==> config.mk <==
export PLATFORM = sky130hd
export DESIGN_NAME = arm_banked_register_file
export DESIGN_NICKNAME = d
export VERILOG_FILES = /design/src/hdl/abrf_pkg.sv /design/src/hdl/abrf_mem.sv /design/src/hdl/abrf_ctrl.sv /design/src/hdl/arm_banked_register_file.sv
export SDC_FILE = /design/constraint.sdc
export NUM_CORES = 2
export LEC_CHECK = 0
export BUFFER_PORTS_ARGS = -buffer_cell sky130_fd_sc_hd__buf_2
export CELL_PAD_IN_SITES_DETAIL_PLACEMENT = 1
export CELL_PAD_IN_SITES_GLOBAL_PLACEMENT = 2
export CORE_MARGIN = 2
export CORE_UTILIZATION = 32
export DETAILED_ROUTE_END_ITERATION = 6
export GPL_TIMING_DRIVEN = 0
export PLACE_DENSITY = 0.63
export SETUP_SLACK_MARGIN = 0.15
export SLEW_MARGIN = 10
export SYNTH_ARGS = -nofsm -noshare
export SYNTH_HDL_FRONTEND = slang
export SYNTH_HIERARCHICAL = 1
export SYNTH_SLANG_ARGS = --single-unit
==> constraint.sdc <==
create_clock -name clk -period 14.5 [get_ports clk]
set_input_delay 2.9 -clock clk [delete_from_list [all_inputs] [get_ports clk]]
set_output_delay 2.9 -clock clk [all_outputs]
set_load 0.1 [all_outputs]
==> src/hdl/abrf_pkg.sv <==
package abrf_pkg;

    // operation codes of one transaction
    typedef enum logic [2:0] {
        OP_READ_REG   = 3'd0,
        OP_WRITE_REG  = 3'd1,
        OP_READ_CPSR  = 3'd2,
        OP_WRITE_CPSR = 3'd3,
        OP_READ_SPSR  = 3'd4,
        OP_WRITE_SPSR = 3'd5,
        OP_IRQ_CHECK  = 3'd6,
        OP_SET_HALT   = 3'd7
    } op_t;

    // sequencer states
    typedef enum logic [1:0] {
        ST_IDLE,
        ST_EXEC,
        ST_IRQ_PC,
        ST_IRQ_SPSR
    } state_t;

    // arm mode codes
    localparam logic [4:0] MODE_USR = 5'h10;
    localparam logic [4:0] MODE_FIQ = 5'h11;
    localparam logic [4:0] MODE_IRQ = 5'h12;
    localparam logic [4:0] MODE_SVC = 5'h13;
    localparam logic [4:0] MODE_ABT = 5'h17;
    localparam logic [4:0] MODE_UND = 5'h1b;
    localparam logic [4:0] MODE_SYS = 5'h1f;

    // shadow bank numbers
    localparam logic [2:0] BANK_USR = 3'd0;
    localparam logic [2:0] BANK_FIQ = 3'd1;
    localparam logic [2:0] BANK_IRQ = 3'd2;
    localparam logic [2:0] BANK_SVC = 3'd3;
    localparam logic [2:0] BANK_ABT = 3'd4;
    localparam logic [2:0] BANK_UND = 3'd5;

    // cpsr bits
    localparam int BIT_T = 5;
    localparam int BIT_I = 7;
    localparam logic [31:0] CPSR_RESET  = 32'h0000_00d3;
    localparam logic [31:0] IRQ_VEC_OFS = 32'h0000_0018;
    localparam logic [31:0] PC_OFS_ARM  = 32'd8;
    localparam logic [31:0] PC_OFS_THB  = 32'd4;
    localparam logic [31:0] LR_IRQ_ADJ  = 32'd4;

    // register storage layout: main regs, shadow banks, saved status
    localparam int          MEM_DEPTH     = 64;
    localparam int          ADDR_W        = 6;
    localparam int          BANK_REGS     = 7;
    localparam logic [5:0]  SHADOW_BASE   = 6'd16;
    localparam logic [5:0]  SPSR_BASE     = 6'd58;
    localparam logic [5:0]  PC_ADDR       = 6'd15;
    localparam logic [5:0]  IRQ_LR_ADDR   = 6'd36;
    localparam logic [5:0]  SPSR_IRQ_ADDR = 6'd60;

    // configuration register index (paddr bit 2)
    localparam logic CFG_IDX_EXC_BASE = 1'b0;

    // storage access from the sequencer
    typedef struct packed {
        logic        re;
        logic [5:0]  raddr;
        logic        we;
        logic [5:0]  waddr;
        logic [31:0] wdata;
    } mem_req_t;

    function automatic logic [2:0] bank_of(input logic [4:0] mode);
        logic [2:0] bank;
        case (mode)
            MODE_FIQ: bank = BANK_FIQ;
            MODE_IRQ: bank = BANK_IRQ;
            MODE_SVC: bank = BANK_SVC;
            MODE_ABT: bank = BANK_ABT;
            MODE_UND: bank = BANK_UND;
            default:  bank = BANK_USR;
        endcase
        return bank;
    endfunction

    function automatic logic [5:0] slot_addr(input logic [3:0] r, input logic [4:0] mode);
        logic       banked;
        logic [5:0] addr;
        if (mode == MODE_FIQ)
            banked = (r >= 4'd8) && (r <= 4'd14);
        else
            banked = (r >= 4'd13) && (r <= 4'd14) && (mode != MODE_USR) && (mode != MODE_SYS);
        if (banked)
            addr = SHADOW_BASE + ({3'b000, bank_of(mode)} * 6'(BANK_REGS))
                   + ({2'b00, r} - 6'd8);
        else
            addr = {2'b00, r};
        return addr;
    endfunction

    function automatic logic [5:0] spsr_addr(input logic [4:0] mode);
        return SPSR_BASE + {3'b000, bank_of(mode)};
    endfunction

endpackage

==> src/hdl/abrf_mem.sv <==
module abrf_mem (
    input  logic               clk,
    input  logic               rst_n,
    input  abrf_pkg::mem_req_t req,
    output logic [31:0]        rdata
);
    import abrf_pkg::*;

    logic [31:0]          mem [MEM_DEPTH];
    logic [MEM_DEPTH-1:0] valid_reg;
    logic [31:0]          rdata_reg;
    logic                 rvalid_reg;

    // storage array, one write and one registered read per cycle
    always_ff @(posedge clk)
    begin
        if (req.we)
            mem[req.waddr] <= req.wdata;
        if (req.re)
            rdata_reg <= mem[req.raddr];
    end

    // written flags, an unwritten entry reads as zero
    always_ff @(posedge clk or negedge rst_n)
    begin
        if (!rst_n)
        begin
            valid_reg  <= '0;
            rvalid_reg <= 1'b0;
        end
        else
        begin
            if (req.we)
                valid_reg[req.waddr] <= 1'b1;
            if (req.re)
                rvalid_reg <= valid_reg[req.raddr];
        end
    end

    assign rdata = rvalid_reg ? rdata_reg : 32'd0;

endmodule

==> src/hdl/abrf_ctrl.sv <==
module abrf_ctrl (
    input  logic               clk,
    input  logic               rst_n,
    input  logic               start,
    output logic               busy,
    input  logic [2:0]         operation,
    input  logic [3:0]         reg_index,
    input  logic               use_current_mode,
    input  logic [4:0]         access_mode,
    input  logic [31:0]        write_data,
    input  logic               irq_line,
    input  logic               halt_value,
    input  logic [31:0]        exception_base,
    output abrf_pkg::mem_req_t mem_req,
    input  logic [31:0]        mem_rdata,
    output logic               done,
    output logic [31:0]        read_data,
    output logic               interrupt_taken,
    output logic               halted_now,
    output logic [4:0]         mode_now
);
    import abrf_pkg::*;

    state_t      state_reg, state_next;
    op_t         op_reg, op_next;
    logic [5:0]  addr_reg, addr_next;
    logic [31:0] data_reg, data_next;
    logic        irq_reg, irq_next;
    logic        halt_val_reg, halt_val_next;
    logic [31:0] cpsr_reg, cpsr_next;
    logic        halted_reg, halted_next;
    logic [31:0] spsr_save_reg, spsr_save_next;
    logic        done_reg, done_next;
    logic [31:0] read_data_reg, read_data_next;
    logic        taken_reg, taken_next;

    logic        accept;
    logic        irq_take;
    logic [4:0]  mode_in;
    logic [5:0]  addr_in;
    logic [31:0] pc_ofs;

    assign accept   = start && (state_reg == ST_IDLE);
    assign irq_take = (op_reg == OP_IRQ_CHECK) && irq_reg && !cpsr_reg[BIT_I];
    assign mode_in  = use_current_mode ? cpsr_reg[4:0] : access_mode;
    assign pc_ofs   = cpsr_reg[BIT_T] ? PC_OFS_THB : PC_OFS_ARM;

    // storage address of the incoming transaction
    always_comb
    begin
        case (op_t'(operation)) inside
            OP_READ_SPSR, OP_WRITE_SPSR: addr_in = spsr_addr(mode_in);
            OP_IRQ_CHECK:                addr_in = PC_ADDR;
            default:                     addr_in = slot_addr(reg_index, mode_in);
        endcase
    end

    // next state
    always_comb
    begin
        state_next = state_reg;
        unique case (state_reg)
            ST_IDLE:     if (start) state_next = ST_EXEC;
            ST_EXEC:     state_next = irq_take ? ST_IRQ_PC : ST_IDLE;
            ST_IRQ_PC:   state_next = ST_IRQ_SPSR;
            ST_IRQ_SPSR: state_next = ST_IDLE;
            default:     state_next = ST_IDLE;
        endcase
    end

    // datapath and storage access per state
    always_comb
    begin
        op_next        = op_reg;
        addr_next      = addr_reg;
        data_next      = data_reg;
        irq_next       = irq_reg;
        halt_val_next  = halt_val_reg;
        cpsr_next      = cpsr_reg;
        halted_next    = halted_reg;
        spsr_save_next = spsr_save_reg;
        done_next      = 1'b0;
        read_data_next = 32'd0;
        taken_next     = 1'b0;
        mem_req.re     = 1'b0;
        mem_req.raddr  = addr_in;
        mem_req.we     = 1'b0;
        mem_req.waddr  = addr_reg;
        mem_req.wdata  = data_reg;
        unique case (state_reg)
            ST_IDLE:
            begin
                if (start)
                begin
                    op_next       = op_t'(operation);
                    addr_next     = addr_in;
                    data_next     = write_data;
                    irq_next      = irq_line;
                    halt_val_next = halt_value;
                    mem_req.re    = 1'b1;
                end
            end
            ST_EXEC:
            begin
                done_next = !irq_take;
                case (op_reg)
                    OP_READ_REG, OP_READ_SPSR: read_data_next = mem_rdata;
                    OP_WRITE_REG:
                    begin
                        mem_req.we = 1'b1;
                        if (addr_reg == PC_ADDR)
                            mem_req.wdata = data_reg + pc_ofs;
                    end
                    OP_READ_CPSR:  read_data_next = cpsr_reg;
                    OP_WRITE_CPSR: cpsr_next = data_reg;
                    OP_WRITE_SPSR: mem_req.we = 1'b1;
                    OP_IRQ_CHECK:
                    begin
                        if (irq_take)
                        begin
                            // irq entry: lr, new mode, then pc and spsr in later cycles
                            mem_req.we     = 1'b1;
                            mem_req.waddr  = IRQ_LR_ADDR;
                            mem_req.wdata  = cpsr_reg[BIT_T] ? mem_rdata : mem_rdata - LR_IRQ_ADJ;
                            cpsr_next      = {cpsr_reg[31:8], 1'b1, cpsr_reg[6], 1'b0, MODE_IRQ};
                            halted_next    = 1'b0;
                            spsr_save_next = cpsr_reg;
                        end
                    end
                    OP_SET_HALT:   halted_next = halt_val_reg;
                    default:       read_data_next = 32'd0;
                endcase
            end
            ST_IRQ_PC:
            begin
                mem_req.we    = 1'b1;
                mem_req.waddr = PC_ADDR;
                mem_req.wdata = exception_base + IRQ_VEC_OFS + PC_OFS_ARM;
            end
            ST_IRQ_SPSR:
            begin
                mem_req.we    = 1'b1;
                mem_req.waddr = SPSR_IRQ_ADDR;
                mem_req.wdata = spsr_save_reg;
                done_next     = 1'b1;
                taken_next    = 1'b1;
            end
            default:
            begin
                done_next = 1'b0;
            end
        endcase
    end

    // state registers
    always_ff @(posedge clk or negedge rst_n)
    begin
        if (!rst_n)
        begin
            state_reg     <= ST_IDLE;
            op_reg        <= OP_READ_REG;
            addr_reg      <= '0;
            data_reg      <= '0;
            irq_reg       <= 1'b0;
            halt_val_reg  <= 1'b0;
            cpsr_reg      <= CPSR_RESET;
            halted_reg    <= 1'b0;
            spsr_save_reg <= '0;
            done_reg      <= 1'b0;
            read_data_reg <= '0;
            taken_reg     <= 1'b0;
        end
        else
        begin
            state_reg     <= state_next;
            op_reg        <= op_next;
            addr_reg      <= addr_next;
            data_reg      <= data_next;
            irq_reg       <= irq_next;
            halt_val_reg  <= halt_val_next;
            cpsr_reg      <= cpsr_next;
            halted_reg    <= halted_next;
            spsr_save_reg <= spsr_save_next;
            done_reg      <= done_next;
            read_data_reg <= read_data_next;
            taken_reg     <= taken_next;
        end
    end

    assign busy            = (state_reg != ST_IDLE);
    assign done            = done_reg;
    assign read_data       = read_data_reg;
    assign interrupt_taken = taken_reg;
    assign halted_now      = halted_reg;
    assign mode_now        = cpsr_reg[4:0];

`ifndef SYNTHESIS
    // an accepted transaction is executed in the next cycle
    a_accept_exec: assert property (@(posedge clk) disable iff (!rst_n)
        accept |=> (state_reg == ST_EXEC))
        else $error("accepted transaction did not enter execute");

    // interrupt entry leaves irq mode with the core running
    a_taken_mode: assert property (@(posedge clk) disable iff (!rst_n)
        (done && interrupt_taken) |-> ((mode_now == MODE_IRQ) && !halted_now
                                       && cpsr_reg[BIT_I] && !cpsr_reg[BIT_T]))
        else $error("interrupt entry left wrong status");

    // storage is never written while idle
    a_idle_no_write: assert property (@(posedge clk) disable iff (!rst_n)
        (state_reg == ST_IDLE) |-> !mem_req.we)
        else $error("storage write while idle");

    // a result strobe follows the last step of a transaction
    a_done_after_work: assert property (@(posedge clk) disable iff (!rst_n)
        done |-> ($past(state_reg) == ST_EXEC || $past(state_reg) == ST_IRQ_SPSR))
        else $error("result strobe without finished transaction");
`endif

endmodule

==> src/hdl/arm_banked_register_file.sv <==
// Mode-banked register file of an ARMv4/v5 core.
// Command channel: a transaction is accepted at a rising edge with start high
// and busy low; its operation, register number, mode selection, write data,
// irq level and halt value are sampled at that edge.
// Result channel: done is high for exactly one cycle with read_data,
// interrupt_taken, halted_now and mode_now; the receiver cannot stall it.
// Sequence: an accepted transaction enters the execute state, and done is
// registered from it; busy is high for one cycle unless an irq entry is taken,
// and the next may be accepted in the same cycle that done is shown.
// An irq check that enters irq mode also passes the pc and saved-status states:
// the single write port of the register storage writes lr, pc and the saved status one after another.
// Every transaction reads the storage once at acceptance.
// Configuration: APB write of exception_base at byte address 0, only while
// no transaction is in flight; pready is always high.
// Reset: cpsr becomes svc mode with irq and fiq masked, all registers, saved
// status, halted flag and exception_base read as zero.
module arm_banked_register_file (
    input  logic        clk,
    input  logic        rst_n,
    input  logic        start,
    output logic        busy,
    input  logic [2:0]  operation,
    input  logic [3:0]  reg_index,
    input  logic        use_current_mode,
    input  logic [4:0]  access_mode,
    input  logic [31:0] write_data,
    input  logic        irq_line,
    input  logic        halt_value,
    output logic        done,
    output logic [31:0] read_data,
    output logic        interrupt_taken,
    output logic        halted_now,
    output logic [4:0]  mode_now,
    input  logic        psel,
    input  logic        penable,
    input  logic        pwrite,
    input  logic [2:0]  paddr,
    input  logic [31:0] pwdata,
    output logic [31:0] prdata,
    output logic        pready
);
    import abrf_pkg::*;

    logic [31:0] exc_base_reg;
    logic        cfg_write;
    mem_req_t    mem_req;
    logic [31:0] mem_rdata;

    // apb configuration register
    assign pready    = 1'b1;
    assign cfg_write = psel && penable && pwrite && pready;

    always_ff @(posedge clk or negedge rst_n)
    begin
        if (!rst_n)
            exc_base_reg <= '0;
        else if (cfg_write && (paddr[2] == CFG_IDX_EXC_BASE))
            exc_base_reg <= pwdata;
    end

    assign prdata = (paddr[2] == CFG_IDX_EXC_BASE) ? exc_base_reg : 32'd0;

    // register storage
    abrf_mem u_mem (
        .clk   (clk),
        .rst_n (rst_n),
        .req   (mem_req),
        .rdata (mem_rdata)
    );

    // transaction sequencer and status registers
    abrf_ctrl u_ctrl (
        .clk              (clk),
        .rst_n            (rst_n),
        .start            (start),
        .busy             (busy),
        .operation        (operation),
        .reg_index        (reg_index),
        .use_current_mode (use_current_mode),
        .access_mode      (access_mode),
        .write_data       (write_data),
        .irq_line         (irq_line),
        .halt_value       (halt_value),
        .exception_base   (exc_base_reg),
        .mem_req          (mem_req),
        .mem_rdata        (mem_rdata),
        .done             (done),
        .read_data        (read_data),
        .interrupt_taken  (interrupt_taken),
        .halted_now       (halted_now),
        .mode_now         (mode_now)
    );

endmodule

# Yosys cells after proc, flatten, opt, wreduce, memory -nomap -nowiden
# Memories as Yosys holds them, arrays and structs flattened. A register that Yosys moved wholly into a read port is not among the register bits.
# Index checks and enable logic that the tools add are counted.
# op_classes
add_sub_neg,8
multipliers,1
order_cmp,6
eq_ne,23
n_mux,41
n_bitwise,3
n_reduce_logical,25
# op_table
operator,count
$pmux W32 S2,3
$mux W32,5
$pmux W39 S3,1
$or A64 B64 Y64,1
$mux W39,1
$add A32 B32 Y32,1
$add A32 B4 Y32 const B,1
$add A32 B5 Y32 const B,1
$sub A32 B3 Y32 const B,1
$eq A5 B5 Y1 const B,5
$mux W6,4
$eq A3 B3 Y1 const B,7
$pmux W3 S5,1
$lt A6 B7 Y1 const B,2
$mux W3,4
$reduce_and A3 Y1,4
$mux W1,11
$logic_and A1 B1 Y1,10
$ne A5 B5 Y1 const B,2
$ge A4 B4 Y1 const B,2
$mux W8,1
$pmux W2 S4,1
$add A5 B6 Y6 const A,1
$add A6 B6 Y6,1
25 further kinds,36
# word_totals
register_bits,241
ram_bits,2048
output_inout_bits,74
word_cells,124
mem_count,1
# mem_list
memory,words,width,rd,rd_clocked_by_memory_dff,write_ports,line,rtl
u_mem.mem,64,32,1,1,1,abrf_mem.sv:9,logic [31:0] mem [MEM_DEPTH];

# Longest topological paths before layout
# logic_depth
word_depth,18
mapped_depth,26

# Modules after synthesis
# The synthesis kept the hierarchy.
# modules_own_cells
module,n_inst,cells_each,area_each_um2,seq_area_each_um2
abrf_mem,1,3335,81612.0,64086.5
abrf_ctrl,1,988,9311.4,3609.7
arm_banked_register_file,1,105,1554.0,800.8

# Least setup slack after synthesis
# Ideal clock, no wire load.
# synth_timing
path_kind,input to register
startpoint,input use_current_mode
endpoint,"register u_mem.rdata_reg[28], read port of u_mem.mem (data pin)"
setup_time_ns,0.259
arrival_ns,7.799
t_required_ns,14.241
slack_ns,6.442
path_stages,24
n_path_buf,4
cell_sequence,buf_2 > nand4b_1 > a21oi_1 > inv_1 > ha_1 > a211oi_1 > a21o_1 > fa_1 > inv_1 > fa_1 > inv_1 > ha_1 > ha_1 > inv_1 > fa_1 > xnor2_1 > nand3_1 > nand2_1 > buf_1 > clkbuf_1 > clkbuf_1 > mux4_2 > a22oi_1 > nand2_1
# synth_lines
item,line,rtl
start: declaration,arm_banked_register_file.sv:24,"input logic use_current_mode,"
end: declaration,abrf_mem.sv:11,logic [31:0] rdata_reg;

==> flow_summary.toml <==
[placed_design]
pre_cts_ws_ns = 3.02
port_buffers = 158
routabilityCongestion = 0.852
dp_hpwl_mm = 205
dp_cells = 8545

[finish]
area_growth_syn_to_layout_pct = 18.9
multi_input_area_sq_um = 23400
finalNonFillerCells = 8987
nets = 5114
seq_area_sq_um = 68500
drive_gt1_frac = 0.331
fillerInstances = 27700
largest_register_ffs = 2048

[synth]
synth_ff_type = "edfxtp_1"
ys_seq_area_frac = 0.741
syn_inst = 4428
yosys_warnings = 6
synth_simple_gate_area_frac = 0.0357
ys_ff_latch = 2321
yosysMostFrequentCell = "edfxtp_1"
synth_commonest_cells = "2080 x edfxtp_1, 642 x mux4_2, 236 x dfrtp_1, 161 x nor2_1, 118 x nand2_1"
syn-num-nets = 4538
synth_edf_count = 2080
yosysTopAreaCellShare = 0.675
synth_xor_xnor_area_share = 0.00578
synth_top_family_by_area = "multiplexers"
yosysUniqueCellTypes = 81
synthTopCellsByArea = "edfxtp_1 68%, mux4_2 16%, dfrtp_1 6.4%, mux2_2 1.1%, a22oi_1 0.69%"
synth_compound_gate_area_share = 0.0224
syn_area_sq_um = 92500
synth_top_cell_by_area = "edfxtp_1"
async_reset_ff_frac = 0.104
syn_area_per_cell_sq_um = 20.9
synthMuxAreaShare = 0.177
synthAdderAreaFrac = 0.00346

[detailed_routing]
wire_per_inst_um = 32.3
first_pass_iters = 5
wl_mm = 290
vias = 48400
avgViaCountPerCell = 5.38
first_iter_violations = 5763
drc = 0
ant_nets = 0

[worst_setup_path]
cp_slowest_stage_delay_ns = 1.10
cpMaxStageDelayCell = "a22oi_1"
worstPathRequired_ns = 14.94
cp_top_family = "buffers and inverters"
path_depth = 23
crit_type = "input pin to flop"
cp.arrival_ns = 11.06
crit_path_max_fanout = 10
reg2reg_depth = 21
worst-r2r-setup-slack_ns = 5.66
cp.buffers_inverters = 8
critPathCaptureType = "flop"
worstPathCellList = "buf_2 > buf_2 > nand4b_1 > a21oi_1 > inv_1 > ha_1 > a211oi_1 > a21o_1 > fa_1 > inv_1 > fa_1 > inv_1 > ha_1 > ha_1 > mux2i_1 > a21oi_1 > buf_2 > clkbuf_1 > clkbuf_1 > mux4_2 > mux4_2 > a22oi_1 > nand2_1"
crit_path_start_kind = "input pin"

[timing]
finalSetupTns_ns = 0
fin_skew_ns = 0.104
hold_slack_ns = 0.468
setup-violations-final = 0
finalCritPeriodShare = 0.733
hold_violations = 0
finalCriticalPeriod_ns = 10.63
rsz0062_at_grt = "no"
relSlewSlack = 0.0229
final_max_slew_viol_count = 0
layout_setup_ws_ns = 3.87
worst_pin_slew_ns = 1.47
max_freq_ghz = 0.0941

[clock_network]
cts-root-buf = "clkbuf_16"
ctsResizeCount = 0
numCtsBuffers = 238
cts_max_level = 4
cts_num_sinks = 2321
cts_hold_buf = 0
cts_buffer_depth = 4
clk_latency_ns = 0.92
cts_setup_buffers = 0
cts_tree = "built"
cts.clk_slew.worst_paths_ns = 0.06

[global_route]
grt_pass1_wl_mm = 406
grt_use_total = 0.196
gr-total-overflow = 0
first_global_vias = 50400
antenna_found_initial = 18
grt_max_degree = 103

[flow_run]
maxCapViolations = 0

[floorplan]
die_width_um = 542
die_y_um = 542
ioPinCount = 162
core_region_area_sq_um = 288000
die-area_sq_um = 293000
rows = 197
start_util = 0.321

[power]
power_density_nw_per_um2 = 168
vdd_drop_max_mv = 0.119
p_leak_nw = 36.0

[status]
status = "complete, no violations"

[hold_path]
hold-path-cell-count = 1
worstHoldPathType = "flop to flop"
==> logic make-up (layout without fill, tap and decap cells) <==
logic type,after synthesis,after routing
muxes,811,811
xor gates and xnor gates,61,61
buffers and inverters,288,1060
AOI/OAI and AO/OA,302,302
other,1,7
adders and majority gates,22,22
and+or+nand+nor,622,622
DFF,2321,2321
==> layout make-up <==
type	instances	share of cell area
flip-flops and latches	2321	0.623
multi-input cells	1819	0.213
clock buffers	298	0.0570
well taps	3781	0.0430
repair buffers	336	0.0409
plain buffers	248	0.0109
clock inverters	138	0.0107
inverters	40	0.00137
diodes	6	0.000137
==> power by group <==
part / total [mW] / switching, mW / leakage [nW] / internal (mW)
clock network: 5.98 / 2.59 / 3.63 / 3.40
logic: 4.01 / 2.67 / 10.6 / 1.34
registers: 8.48 / 0.215 / 21.8 / 8.26
==> stage by stage <==
stage	total power, mW	util	area, sq um
global placement	12.3	0.340	98000
floorplan	10.7	-	92500
finish	18.5	0.382	110000
global route	19.1	0.382	110000
detailed placement	12.6	0.356	102000
CTS	18.6	0.382	110000
==> placed cells by master, fill, tap and decap left out, types with 14 or more instances in the layout <==
cell type,n
a211oi_1,20
a21oi_1,37
a22oi_1,85
and2_1,42
and3_1,18
buf_1,18
buf_12,106
buf_16,46
buf_2,238
buf_4,32
buf_6,14
buf_8,14
bufinv_16,20
clkbuf_1,166
clkbuf_16,239
clkinv_1,63
clkinv_2,40
dfrtp_1,236
edfxtp_1,2080
ha_1,16
inv_1,39
mux2_2,90
mux2_4,30
mux2i_1,49
mux4_2,641
nand2_1,118
nand3_1,43
nand4_1,28
nor2_1,99
nor2_4,64
nor2b_1,49
nor3_1,21
o21ai_0,44
o22ai_1,19
or2_2,65
xnor2_1,38
xor2_1,23
==> worst paths after layout <==
kind / start / end
min in group asynchronous: rst_n / u_mem/valid_reg[48]$_DFFE_PN0P_
max reg2reg: u_ctrl/cpsr_reg[4]$_DFFE_PN1P_ / u_mem/rdata_reg[17]$_DFFE_PP_
max: use_current_mode / u_mem/rdata_reg[17]$_DFFE_PP_
min: u_mem/valid_reg[60]$_DFFE_PN0P_ / u_mem/valid_reg[60]$_DFFE_PN0P_
max in group asynchronous: rst_n / u_mem/rvalid_reg$_DFFE_PN0P_
min reg2reg: u_mem/valid_reg[60]$_DFFE_PN0P_ / u_mem/valid_reg[60]$_DFFE_PN0P_
==> routing by layer <==
layer,global-route usage,part of all wire,vias to the layer above
li1,-,-,19500
met4,0.0540,0.030,4
met3,0.0276,0.062,386
met5,0,0.000093,-
met2,0.317,0.47,1776
met1,0.277,0.44,26700
Note: power is estimated with default switching activity, not from simulation.
